[config.mk]
export PLATFORM = sky130hd
export DESIGN_NAME = tc_ctrl
export DESIGN_NICKNAME = d
export VERILOG_FILES = /design/src/sv/tc_pkg.sv /design/src/sv/tc_ctrl.sv
export SDC_FILE = /design/constraint.sdc
export NUM_CORES = 1
export LEC_CHECK = 0
export ABC_AREA = 1
export ABC_CLOCK_PERIOD_IN_PS = 1600
export BUFFER_PORTS_ARGS = -buffer_cell sky130_fd_sc_hd__buf_2
export CAP_MARGIN = 20
export CORE_MARGIN = 3
export CORE_UTILIZATION = 40
export CTS_CLUSTER_SIZE = 28
export DETAILED_ROUTE_END_ITERATION = 8
export PLACE_DENSITY = 0.71
export SLEW_MARGIN = 5
export SYNTH_ARGS = -nofsm -noshare
export SYNTH_HDL_FRONTEND = slang
export SYNTH_SLANG_ARGS = --single-unit
[constraint.sdc]
create_clock -name clk -period 1.6 [get_ports clk]
set_input_delay 0.16 -clock clk [delete_from_list [all_inputs] [get_ports clk]]
set_output_delay 0.16 -clock clk [all_outputs]
set_load 0.01 [all_outputs]
[src/sv/tc_pkg.sv]
// Package: shared constants, opcodes, controller states and control structs for the text console.
`default_nettype none
package tc_pkg;

	localparam int FRAME_PIXELS     = 76800;
	localparam int FRAME_WORDS      = FRAME_PIXELS / 32;
	localparam int FRAME_AW         = $clog2(FRAME_WORDS);
	localparam int ROW_WORDS        = 10;
	localparam int FRAME_ROWS       = 240;
	localparam int SCROLL_WORDS     = 8 * ROW_WORDS;
	localparam int KEEP_WORDS       = FRAME_WORDS - SCROLL_WORDS;
	localparam int FONT_DEPTH       = 256;
	localparam int FONT_AW          = $clog2(FONT_DEPTH);
	localparam int DEF_TEXT_COLUMNS = 40;
	localparam int DEF_SCROLL_LINE  = 28;

	localparam logic [7:0] CODE_NEWLINE = 8'd10;
	localparam logic [7:0] CODE_TAB     = 8'd9;
	localparam logic [7:0] CODE_SPACE   = 8'd32;

	typedef enum logic [1:0] {
		OP_PUT  = 2'd0,
		OP_LOAD = 2'd1,
		OP_READ = 2'd2,
		OP_NONE = 2'd3
	} tc_op_t;

	typedef enum logic [3:0] {
		ST_CLEAR,
		ST_IDLE,
		ST_LOAD,
		ST_READ,
		ST_FONT,
		ST_BLIT_RD,
		ST_BLIT_WR,
		ST_ADVANCE,
		ST_NEWLINE,
		ST_SCR_CP,
		ST_SCR_DRAIN,
		ST_SCR_CLR,
		ST_RESULT
	} tc_state_t;

	typedef struct packed {
		logic cap_in;
		logic clr_wr;
		logic cnt_zero;
		logic cnt_inc;
		logic font_wr;
		logic font_rd;
		logic blit_rd;
		logic blit_wr;
		logic col_adv;
		logic new_line;
		logic scr_rd;
		logic scr_clr_wr;
		logic rd_issue;
		logic out_load;
	} tc_cmd_t;

	typedef struct packed {
		tc_op_t in_op;
		logic   in_newline;
		logic   cnt_end;
		logic   cnt_cp_last;
		logic   row_last;
		logic   col_wrap;
		logic   line_wrap;
		logic   out_free;
	} tc_sts_t;

endpackage
`default_nettype wire

[src/sv/tc_ctrl.sv]
// Controller state machine: sequences clear, glyph load, read, blit, newline and scroll.
`default_nettype none
module tc_ctrl import tc_pkg::*; (
	input  wire logic    clk,
	input  wire logic    arst_n,
	input  wire logic    in_valid,
	output logic         in_ready,
	input  wire tc_sts_t sts,
	output tc_cmd_t      cmd
);

	tc_state_t state_q, state_d;

	always_ff @(posedge clk or negedge arst_n) begin
		if (!arst_n) begin
			state_q <= ST_CLEAR;
		end else begin
			state_q <= state_d;
		end
	end

	always_comb begin
		state_d = state_q;
		case (state_q)
			ST_CLEAR: begin
				if (sts.cnt_end) state_d = ST_IDLE;
			end
			ST_IDLE: begin
				if (in_valid) begin
					case (sts.in_op)
						OP_PUT:  state_d = sts.in_newline ? ST_NEWLINE : ST_FONT;
						OP_LOAD: state_d = ST_LOAD;
						OP_READ: state_d = ST_READ;
						default: state_d = ST_RESULT;
					endcase
				end
			end
			ST_LOAD:    state_d = ST_RESULT;
			ST_READ:    state_d = ST_RESULT;
			ST_FONT:    state_d = ST_BLIT_RD;
			ST_BLIT_RD: state_d = ST_BLIT_WR;
			ST_BLIT_WR: begin
				state_d = sts.row_last ? ST_ADVANCE : ST_BLIT_RD;
			end
			ST_ADVANCE: begin
				state_d = sts.col_wrap ? ST_NEWLINE : ST_RESULT;
			end
			ST_NEWLINE: begin
				state_d = sts.line_wrap ? ST_SCR_CP : ST_RESULT;
			end
			ST_SCR_CP: begin
				if (sts.cnt_cp_last) state_d = ST_SCR_DRAIN;
			end
			ST_SCR_DRAIN: state_d = ST_SCR_CLR;
			ST_SCR_CLR: begin
				if (sts.cnt_end) state_d = ST_RESULT;
			end
			ST_RESULT: begin
				if (sts.out_free) state_d = ST_IDLE;
			end
			default: state_d = ST_CLEAR;
		endcase
	end

	always_comb begin
		cmd      = '0;
		in_ready = 1'b0;
		case (state_q)
			ST_CLEAR: begin
				cmd.clr_wr  = 1'b1;
				cmd.cnt_inc = 1'b1;
			end
			ST_IDLE: begin
				in_ready   = 1'b1;
				cmd.cap_in = in_valid;
			end
			ST_LOAD:    cmd.font_wr = 1'b1;
			ST_READ:    cmd.rd_issue = 1'b1;
			ST_FONT:    cmd.font_rd = 1'b1;
			ST_BLIT_RD: cmd.blit_rd = 1'b1;
			ST_BLIT_WR: cmd.blit_wr = 1'b1;
			ST_ADVANCE: cmd.col_adv = 1'b1;
			ST_NEWLINE: begin
				cmd.new_line = 1'b1;
				cmd.cnt_zero = sts.line_wrap;
			end
			ST_SCR_CP: begin
				cmd.scr_rd  = 1'b1;
				cmd.cnt_inc = 1'b1;
			end
			ST_SCR_DRAIN: begin
			end
			ST_SCR_CLR: begin
				cmd.scr_clr_wr = 1'b1;
				cmd.cnt_inc    = 1'b1;
			end
			ST_RESULT:  cmd.out_load = sts.out_free;
			default: begin
			end
		endcase
	end

endmodule
`default_nettype wire

==> results.md, run 1 <==
* Status: finished, final reports clean
* Worst relative slew slack at between 80 and 90%
* Num CTS Buffers at 3
* Start point of the worst hold path: sts[5]
* DRT iter0 DRCs at 14
* Finished Core Util at 61.3%
* IO buf count at 26
* P_leak at 0.000527 uW
* Adder-cell share of the synthesized area at 4.42%
* Core area at 1220 um2
* Post-Syn Nets at 120
* CP Data Required Time at 1440 ps
* Synthesized area at roughly 570 um2
* Critical path class: reg -> out
* Placed inst area at 713 um2
* Final Wtd Congestion at ~0.84
* Final period util at 95.9%
* Root Buffer: clkbuf_4
* Main combinational cell family by area after synthesis: simple AND/OR/NAND/NOR gates
* R2R depth at 6
* Nets at 152
* Total power at ~1300 uW
* Syn Area/Cell at ~5.3 um2
* Die area at roughly 1900 um2
* DPL Wire Length at around 1400 um
* Hold path depth at 4
* Num rows at 12
* Count of final hold-check violations at 0
* Sequential cell area fraction in the yosys report at 17.7%
* Number of placed I/O pins at 27
* Worst R2R End: state_q[0]$_DFFE_PN0P_
* Compound-cell area share of the yosys netlist at 3.76%
* Max IR drop VDD at 0.917 mV
* Area grow syn2layout at 31.9%
* Max-slew violation count at 0
* Vias in the first global route at approximately 670
* Synth cell types at 17
* CP startpoint kind: register
* GRT Util Overall at between 10% and 20%
* Seq cells post-synth at 4
* Max Cap Violations at 0
* Top flop regs: state_q x4
* Fin Setup TNS at 0 ps
* Wire length per cell at 10.6 um
* H-Tree Depth at 1
* Via/cell ratio at 4.84
* # setup viols final at 0
* Via count at a little over 700
* Clk pin slew, worst setup/hold paths at 40 ps
* Tmin final at between 1500 and 2000 ps
* Hold EP: state_q[1]$_DFFE_PN0P_
* Synth Area in XOR/XNOR at 0%
* Reg-to-reg critical path startpoint: state_q[0]$_DFFE_PN0P_
* Clock skew at around 5.4 ps
* Initial antenna violation count at 0
* Worst hold slack at 213 ps
* TritonCTS clock tree: done
* First-pass GRT wire length at around 2700 um
* Detailed Routing Iterations Pass 1 at 4
* Critical Path End Type: output port
* R2R setup slack at around 250 ps
* Synth warn at 0
* Pwr Density at 1690 nW/um2
* Tightest Hold Check Type: in -> reg
* Ant. Diodes at 0
* Largest net degree at the start of global routing at 8
* DRC at 0
* Most common library cell in the layout ignoring fill and taps: nand2_1
* Initial Utilization at 46.5%
* ANT nets after route at 0
* RSZ-0062 raised after global routing: false
* CTS max path bufs at 2
* Remaining global-route overflow at 0
* CTS sink cnt at 4
* Worst skew pair latency at 240 ps
* Worst slew pin tran at 256 ps
* Final instance area at 746 um2
* Synth Instances at 106
* Fmax at 0.652 GHz
* Worst Path Max Fanout at 6
* Largest register FFs at 4
* Arr. time, crit path at 1370 ps
* Synth Area in Simple Gates at 58.8%
* Most frequent cells in the layout: nand2_1 (36), buf_2 (26), inv_1 (19)
* Most flops, register: state_q
* Post-synthesis mux area share at 0%
* WL final at 1590 um
* Die width at 43.6 um
* Die H at 43.6 um
* Layout cells sized above 1 at 30.9%
-- Yosys cell counts --
cell type  count  share of area [%]
inv_2          4                2.7
a21oi_2        1                1.5
nand3b_1       2                2.7
nor2_1        14                9.3
o211ai_1       1                1.3
or2_2          1                1.1
nand3_1       11                9.7
o21ai_0        1               0.88
dfrtp_1        4                 18
ha_1           2                4.4
nor3_1         3                2.7
nor2_4         1                2.0
nand2_4        1                2.0
nor2_2         4                4.4
inv_1         19                 13
nand2_1       36                 24
nand2_2        1                1.1
-- layout make-up --
cell class | count | area (um2)
multi-input combinational | 79 | 379
clock buffer | 3 | 22.5
timing repair buffer | 27 | 140
inverter | 23 | 86.3
sequential | 4 | 100
tap | 14 | 17.5
fill | 138 | 470
-- how the worst max path moves through the flow --
stage	start	endpoint	slack (ps)	cells past startpoint
floorplan	state_q[0]$_DFFE_PN0P_	state_q[2]$_DFFE_PN0P_	430	6
global placement	state_q[1]$_DFFE_PN0P_	state_q[2]$_DFFE_PN0P_	330	6
detailed placement	state_q[0]$_DFFE_PN0P_	state_q[0]$_DFFE_PN0P_	270	6
CTS	state_q[0]$_DFFE_PN0P_	cmd[0]	80	4
global route	state_q[0]$_DFFE_PN0P_	cmd[11]	9	4
finish	state_q[0]$_DFFE_PN0P_	cmd[0]	70	4
-- cell families (layout without fill, tap and decap cells) --
kind of cell	count (synthesis)	after routing
adder cells (fa/ha/maj)	2	2
flip-flops	4	4
AO/OA/AOI/OAI	3	3
AND/OR/NAND/NOR	74	74
buffers and inverters	23	53
-- metrics by stage --
step                      instances  worst slack, ps
after floorplan                 106              429
after global placement          146              334
after detailed placement        146              268
after CTS                       150             75.6
after global routing            150             8.94
final                           150             66.0
-- worst max-delay path, stage by stage, from the launching register on --
cell	delay (ps)
dfrtp_1	430
nor2_1	260
inv_1	140
nor3_1	150
buf_2	160
-- power breakdown --
group	internal [uW]	switching [uW]	total [uW]
sequential	152	78.8	231
combinational	311	592	903
clock	84.1	43.9	128
-- metal layers --
layer  vias up  share of wire, %  global-route usage, %  wire length [um]
met1       316                45                   23.3               716
li1        380                 -                      -                 -
met2        28                48                   29.9               757
met3         2               6.3                   2.90               101
met4         0               1.1                   7.83                17
met5         -                 0                      0                 0
-- timing repair --
action / in CTS / in global routing
hold buffers: 1 / 0
hold endpoints to repair: 4 / 0
gates resized for setup: 0 / 0
setup buffers: 0 / 0
No activity file was read; power rests on OpenSTA's default activity.
==> run 2, diff against run 1 <==
--- a/config.mk
+++ b/config.mk
@@ -15,3 +15,5 @@
 export DETAILED_ROUTE_END_ITERATION = 8
+export MAX_ROUTING_LAYER = met4
 export PLACE_DENSITY = 0.71
+export REMOVE_ABC_BUFFERS = 1
 export SLEW_MARGIN = 5
==> constraint.sdc (replaced) <==
create_clock -name clk -period 1.6 [get_ports clk]
set_input_delay 0.32 -clock clk [delete_from_list [all_inputs] [get_ports clk]]
set_output_delay 0.32 -clock clk [all_outputs]
set_load 0.01 [all_outputs]
==> run 2 against run 1 <==
Compared with the run above:
- critical path depth unchanged
- sequential share of layout area down 0.54 points
- setup slack better by 4.7 ps
- cell area up 9.4%
- total power up 10%
- die area unchanged
- register-to-register slack better by 50 ps
- core utilization up 5.8 points
==> results.md, run 2 (synthesized netlist as in run 1, its figures left out) <==
* Status: finished, final reports clean
* Num CTS Buffers at 3 (unchanged)
* Most frequent cells in the layout: nand2_1 (33), buf_2 (26), inv_1 (19)
* IO buf count at 26 (unchanged)
* Max-slew violation count at 0 (unchanged)
* ANT nets after route at 0 (unchanged)
* DPL Wire Length at 1250 um (-9.2%)
* Worst relative slew slack at 86.3% (+3.4 points)
* Start point of the worst hold path: sts[5]
* H-Tree Depth at 1 (unchanged)
* Num rows at 12 (unchanged)
* Tightest Hold Check Type: in -> reg
* Worst hold slack at 359 ps (+146 ps)
* CTS sink cnt at 4 (unchanged)
* Dpl cells at 146 (unchanged)
* Max IR drop VDD at 0.927 mV (+1.1%)
* Hold EP: state_q[1]$_DFFE_PN0P_
* RSZ-0062 raised after global routing: true
* Worst skew pair latency at 240 ps (about the same)
* Nets at 155 (+2.0%)
* Ant. Diodes at 0 (unchanged)
* Vias in the first global route at 608 (-9.1%)
* Via/cell ratio at 4.72 (-2.5%)
* First-pass GRT wire length at 2530 um (-6.9%)
* Layout cells sized above 1 at 41.7% (+11 points)
* Worst slew pin tran at 206 ps (-50.1 ps)
* Critical Path End Type: output port
* Root Buffer: clkbuf_4
* # setup viols final at 0 (unchanged)
* Die H at 43.6 um (unchanged)
* R2R depth at 10 (+4)
* Hold path depth at 4 (unchanged)
* CTS max path bufs at 2 (unchanged)
* CP Data Required Time at 1280 ps (-160 ps)
* Arr. time, crit path at 1210 ps (-160 ps)
* Remaining global-route overflow at 0 (unchanged)
* Clk pin slew, worst setup/hold paths at 40 ps (about the same)
* Tmin final at 1530 ps (-4.66 ps)
* Die area at 1900 um2 (unchanged)
* R2R setup slack at 300 ps (+50 ps)
* Detailed Routing Iterations Pass 1 at 4 (unchanged)
* Largest register FFs at 4 (unchanged)
* Initial antenna violation count at 0 (unchanged)
* Via count at 722 (-0.55%)
* Max Cap Violations at 0 (unchanged)
* Core area at 1220 um2 (unchanged)
* Critical path class: reg -> out
* Finished Core Util at 67.1% (+5.8 points)
* Final Wtd Congestion at 0.855 (+2.2%)
* Fin cells at 153 (+2.0%)
* Reg-to-reg critical path startpoint: state_q[3]$_DFFE_PN0P_
* WL final at 1500 um (-5.8%)
* Wire length per cell at 9.80 um (-7.6%)
* Die width at 43.6 um (unchanged)
* Worst R2R End: state_q[1]$_DFFE_PN0P_
* Top flop regs: state_q x4
* Final period util at 95.6% (-0.29 points)
* DRT iter0 DRCs at 16 (+2)
* DRC at 0 (unchanged)
* Count of final hold-check violations at 0 (unchanged)
* Setup Slack @ Placement at 171 ps (-96.8 ps)
* Pwr Density at 1700 nW/um2 (+0.53%)
* Clock skew at 4.59 ps (-0.797 ps)
* Fmax at 0.654 GHz (+0.30%)
* P_leak at 0.000549 uW (+4.2%)
* CP startpoint kind: register
* Initial Utilization at 46.5% (unchanged)
* Worst Path Max Fanout at 5 (-1)
* GRT Util Overall at 17.7% (-0.49 points)
* Most common library cell in the layout ignoring fill and taps: nand2_1
* Total power at 1390 uW (+10%)
* Number of placed I/O pins at 27 (unchanged)
* Area grow syn2layout at 44.2%
* TritonCTS clock tree: done
* Most flops, register: state_q
* Largest net degree at the start of global routing at 8 (unchanged)
* Final setup margin at 70.6 ps (+4.66 ps)
-- run 2: cell types whose count changed in the layout (fill, tap and decap cells not counted), sizes merged --
cell  delta
buf      +3
-- run 2: worst max path at each step --
stage / slack, ps / cells after the start / end / startpoint
after global routing: -30 / 4 / cmd[11] / state_q[2]$_DFFE_PN0P_
after global placement: 210 / 4 / cmd[0] / state_q[1]$_DFFE_PN0P_
after detailed placement: 170 / 4 / cmd[0] / state_q[1]$_DFFE_PN0P_
after CTS: 4 / 5 / cmd[10] / state_q[3]$_DFFE_PN0P_
final: 70 / 4 / cmd[0] / state_q[1]$_DFFE_PN0P_
after floorplan: 300 / 3 / cmd[0] / state_q[0]$_DFFE_PN0P_
-- run 2: repair_timing --
item / 4_1_cts / 5_1_grt
hold buffers: 1 / 0
hold endpoints to repair: 4 / 0
pin swaps: 1 / 1
resized for setup: 3 / 12
endpoints found under the setup margin: 3 / 12
setup buffers: 1 / 2
-- run 2: cell type report --
| cell class | instances | area (um2) |
|---|---|---|
| Clock buffer | 3 | 22.5 |
| Fill cell | 117 | 400 |
| Inverter | 23 | 86.3 |
| Multi-Input combinational cell | 79 | 422 |
| Sequential cell | 4 | 105 |
| Tap cell | 14 | 17.5 |
| Timing Repair Buffer | 30 | 163 |
-- run 2: power breakdown --
| part | switching (uW) | internal, uW |
|---|---|---|
| Sequential | 96.2 | 161 |
| Combinational | 622 | 380 |
| Clock | 44.1 | 84.1 |
-- run 2: stage by stage --
step	setup TNS (ps)	cell area (um2)
5_1_grt	-25.6	816
4_1_cts	0	759
2_1_floorplan	0	566
3_5_place_dp	0	713
6_report	0	816
3_3_place_gp	0	713
-- run 2: metal layers --
metal | up-vias | track usage (%) | wire length, um
met3 | 0 | 4.98 | 132
li1 | 385 | - | -
met2 | 30 | 25.0 | 706
met4 | 0 | 3.61 | 0
met1 | 307 | 25.0 | 661
met5 | - | - | 0
-- run 2: critical path, cell delays in order (launching register included) --
cell,delay (ps)
dfrtp_2,450
nor2_4,140
inv_1,100
nor3_2,120
buf_2,150
==> run 3, diff against run 2 <==
Settings changed: SETUP_SLACK_MARGIN from default to 0.2.
==> run 3 against run 2 <==
Compared with the run above:
- register-to-register slack lost 110 ps
- final cell count rose by 7.8%
- setup slack better by 13 ps
- largest cell class unchanged
- worst hold slack better by 10 ps
- sequential power increased by 11%
- via count is 11% higher
- critical path depth is 1 higher
- clock skew hardly changed
- global-route usage is 3.8 points higher
- flip-flop and latch count unchanged
- maximum frequency increased by 0.87%
- combinational power increased by 34%
==> results.md, run 3 (synthesized netlist as in run 1, its figures left out) <==
* Status: finished, final reports clean
* Pwr Density at 1790 nW/um2 (+5.3%)
* Ant. Diodes at 0 (unchanged)
* DRC at 0 (unchanged)
* TritonCTS clock tree: done
* Max-slew violation count at 0 (unchanged)
* Initial antenna violation count at 0 (unchanged)
* Reg power frac at 16.3% (-2.2 points)
* Switching part of the total power at 52.4% (-2.6 points)
* IO buf count at 26 (unchanged)
* Most flops, register: state_q
* Remaining global-route overflow at 0 (unchanged)
* Fin cells at 165 (+7.8%)
* Layout cells sized above 1 at 52.3% (+11 points)
* Worst skew pair latency at 240 ps (about the same)
* ANT nets after route at 0 (unchanged)
* Comb pwr share at 76.3% (+4.1 points)
* Clk pin slew, worst setup/hold paths at 40 ps (about the same)
* Root Buffer: clkbuf_4
* R2R depth at 8 (-2)
* Tightest Hold Check Type: in -> reg
* Core area at 1220 um2 (unchanged)
* Die area at 1900 um2 (unchanged)
* CP startpoint kind: register
* Count of final hold-check violations at 0 (unchanged)
* Detailed Routing Iterations Pass 1 at 4 (unchanged)
* Tmin final at 1520 ps (-13.1 ps)
* Die width at 43.6 um (unchanged)
* Vias in the first global route at 714 (+17%)
* Max IR drop VDD at 1.08 mV (+16%)
* Reg-to-reg critical path startpoint: state_q[0]$_DFFE_PN0P_
* Critical path destination: cmd[10]
* Wire length per cell at 11.6 um (+18%)
* Area grow syn2layout at 73.2%
* H-Tree Depth at 1 (unchanged)
* Number of placed I/O pins at 27 (unchanged)
* CP Data Required Time at 1280 ps (about the same)
* Nets at 167 (+7.7%)
* Worst slew pin tran at 188 ps (-17.1 ps)
* First-pass GRT wire length at 3000 um (+19%)
* Worst relative slew slack at 87.4% (+1.1 points)
* Largest register FFs at 4 (unchanged)
* Die H at 43.6 um (unchanged)
* Crit path from: state_q[1]$_DFFE_PN0P_
* Largest net degree at the start of global routing at 7 (-1)
* Via/cell ratio at 4.85 (+2.7%)
* GRT Util Overall at 21.6% (+3.8 points)
* P_leak at 0.000621 uW (+13%)
* Clock skew at 4.23 ps (-0.367 ps)
* Most common library cell in the layout ignoring fill and taps: nand2_1
* CTS sink cnt at 4 (unchanged)
* Hold path depth at 4 (unchanged)
* WL final at 1920 um (+28%)
* Final Wtd Congestion at 0.855 (unchanged)
* RSZ-0062 raised after global routing: true
* R2R setup slack at 190 ps (-110 ps)
* Final period util at 94.8% (-0.82 points)
* Arr. time, crit path at 1200 ps (about the same)
* Via count at 800 (+11%)
* Worst R2R End: state_q[2]$_DFFE_PN0P_
* Switching Power at 918 uW (+21%)
* Worst Path Max Fanout at 5 (unchanged)
* Num CTS Buffers at 3 (unchanged)
* Num rows at 12 (unchanged)
* Dpl cells at 146 (unchanged)
* Initial Utilization at 46.5% (unchanged)
* Max Cap Violations at 0 (unchanged)
* Fmax at 0.660 GHz (+0.87%)
* Fin Setup TNS at 0 ps (unchanged)
* Share of total power in the clock network at 7.4% (-1.8 points)
* CTS max path bufs at 2 (unchanged)
* # setup viols final at 0 (unchanged)
* Critical path class: reg -> out
* Most frequent cells in the layout: nand2_1 (28), buf_2 (23), inv_1 (16)
* Critical Path End Type: output port
* DPL Wire Length at 1250 um (unchanged)
* Internal power at 836 uW (+34%)
* DRT iter0 DRCs at 30 (+14)
* Top flop regs: state_q x4
==> run 3: changes by cell type in the layout (fill, tap and decap cells not counted), sizes merged <==
cell  previous run  this run
buf             29        41
==> run 3: power groups by stage <==
stage               Clock [uW]  Sequential, uW  Combinational, uW
floorplan                    0             217                648
global route               144             293               1460
detailed placement           0             233                878
global placement             0             227                875
finish                     130             285               1340
CTS                        130             263               1170
==> run 3: critical path, stage by stage (launching register included) <==
cell and delay, ps:
dfrtp_2 460, nand2_2 150, inv_4 70, nand2_4 80, nand3_2 80, buf_6 120
==> run 3: per-layer routing <==
metal | global-route usage (%) | vias up | part of all wire (%) | wire length, um
met5 | - | - | 0 | 0
met4 | 3.61 | 0 | 0.57 | 11
met3 | 4.98 | 2 | 7.1 | 136
met2 | 36.6 | 33 | 53 | 1010
met1 | 26.0 | 352 | 40 | 760
li1 | - | 413 | - | -
==> run 3: what timing repair did <==
item	4_1_cts	5_1_grt
gates resized for setup	26	11
hold endpoints to repair	4	0
setup buffers	10	5
pin swaps	6	8
setup endpoints to repair	15	19
hold buffers	1	0
==> run 3: how the worst min path moves through the flow <==
stage          startpoint                      to  slack [ps]
5_1_grt            sts[5]  state_q[1]$_DFFE_PN0P_         400
2_1_floorplan      arst_n  state_q[0]$_DFFE_PN0P_          20
3_3_place_gp       arst_n  state_q[3]$_DFFE_PN0P_         130
4_1_cts            sts[5]  state_q[1]$_DFFE_PN0P_         360
6_report           sts[5]  state_q[1]$_DFFE_PN0P_         370
3_5_place_dp       arst_n  state_q[3]$_DFFE_PN0P_         130
==> run 3: final cells by class <==
cell class                      instances  area, um2
Multi-Input combinational cell         79        462
Timing Repair Buffer                   42        279
Fill cell                              92        236
Sequential cell                         4        105
Inverter                               23       93.8
Clock buffer                            3       22.5
Tap cell                               14       17.5
==> run 3: through the flow <==
stage | total power (uW) | util [%] | worst slack, ps | hold slack [ps] | cell area, um2
after floorplan | 865 | - | 303 | 24.4 | 566
after global placement | 1100 | 58.6 | 213 | 131 | 713
after detailed placement | 1110 | 58.6 | 171 | 131 | 713
after CTS | 1560 | 74.2 | 90.3 | 358 | 902
after global routing | 1890 | 80.6 | 16.1 | 398 | 980
final | 1750 | 80.6 | 83.8 | 370 | 980
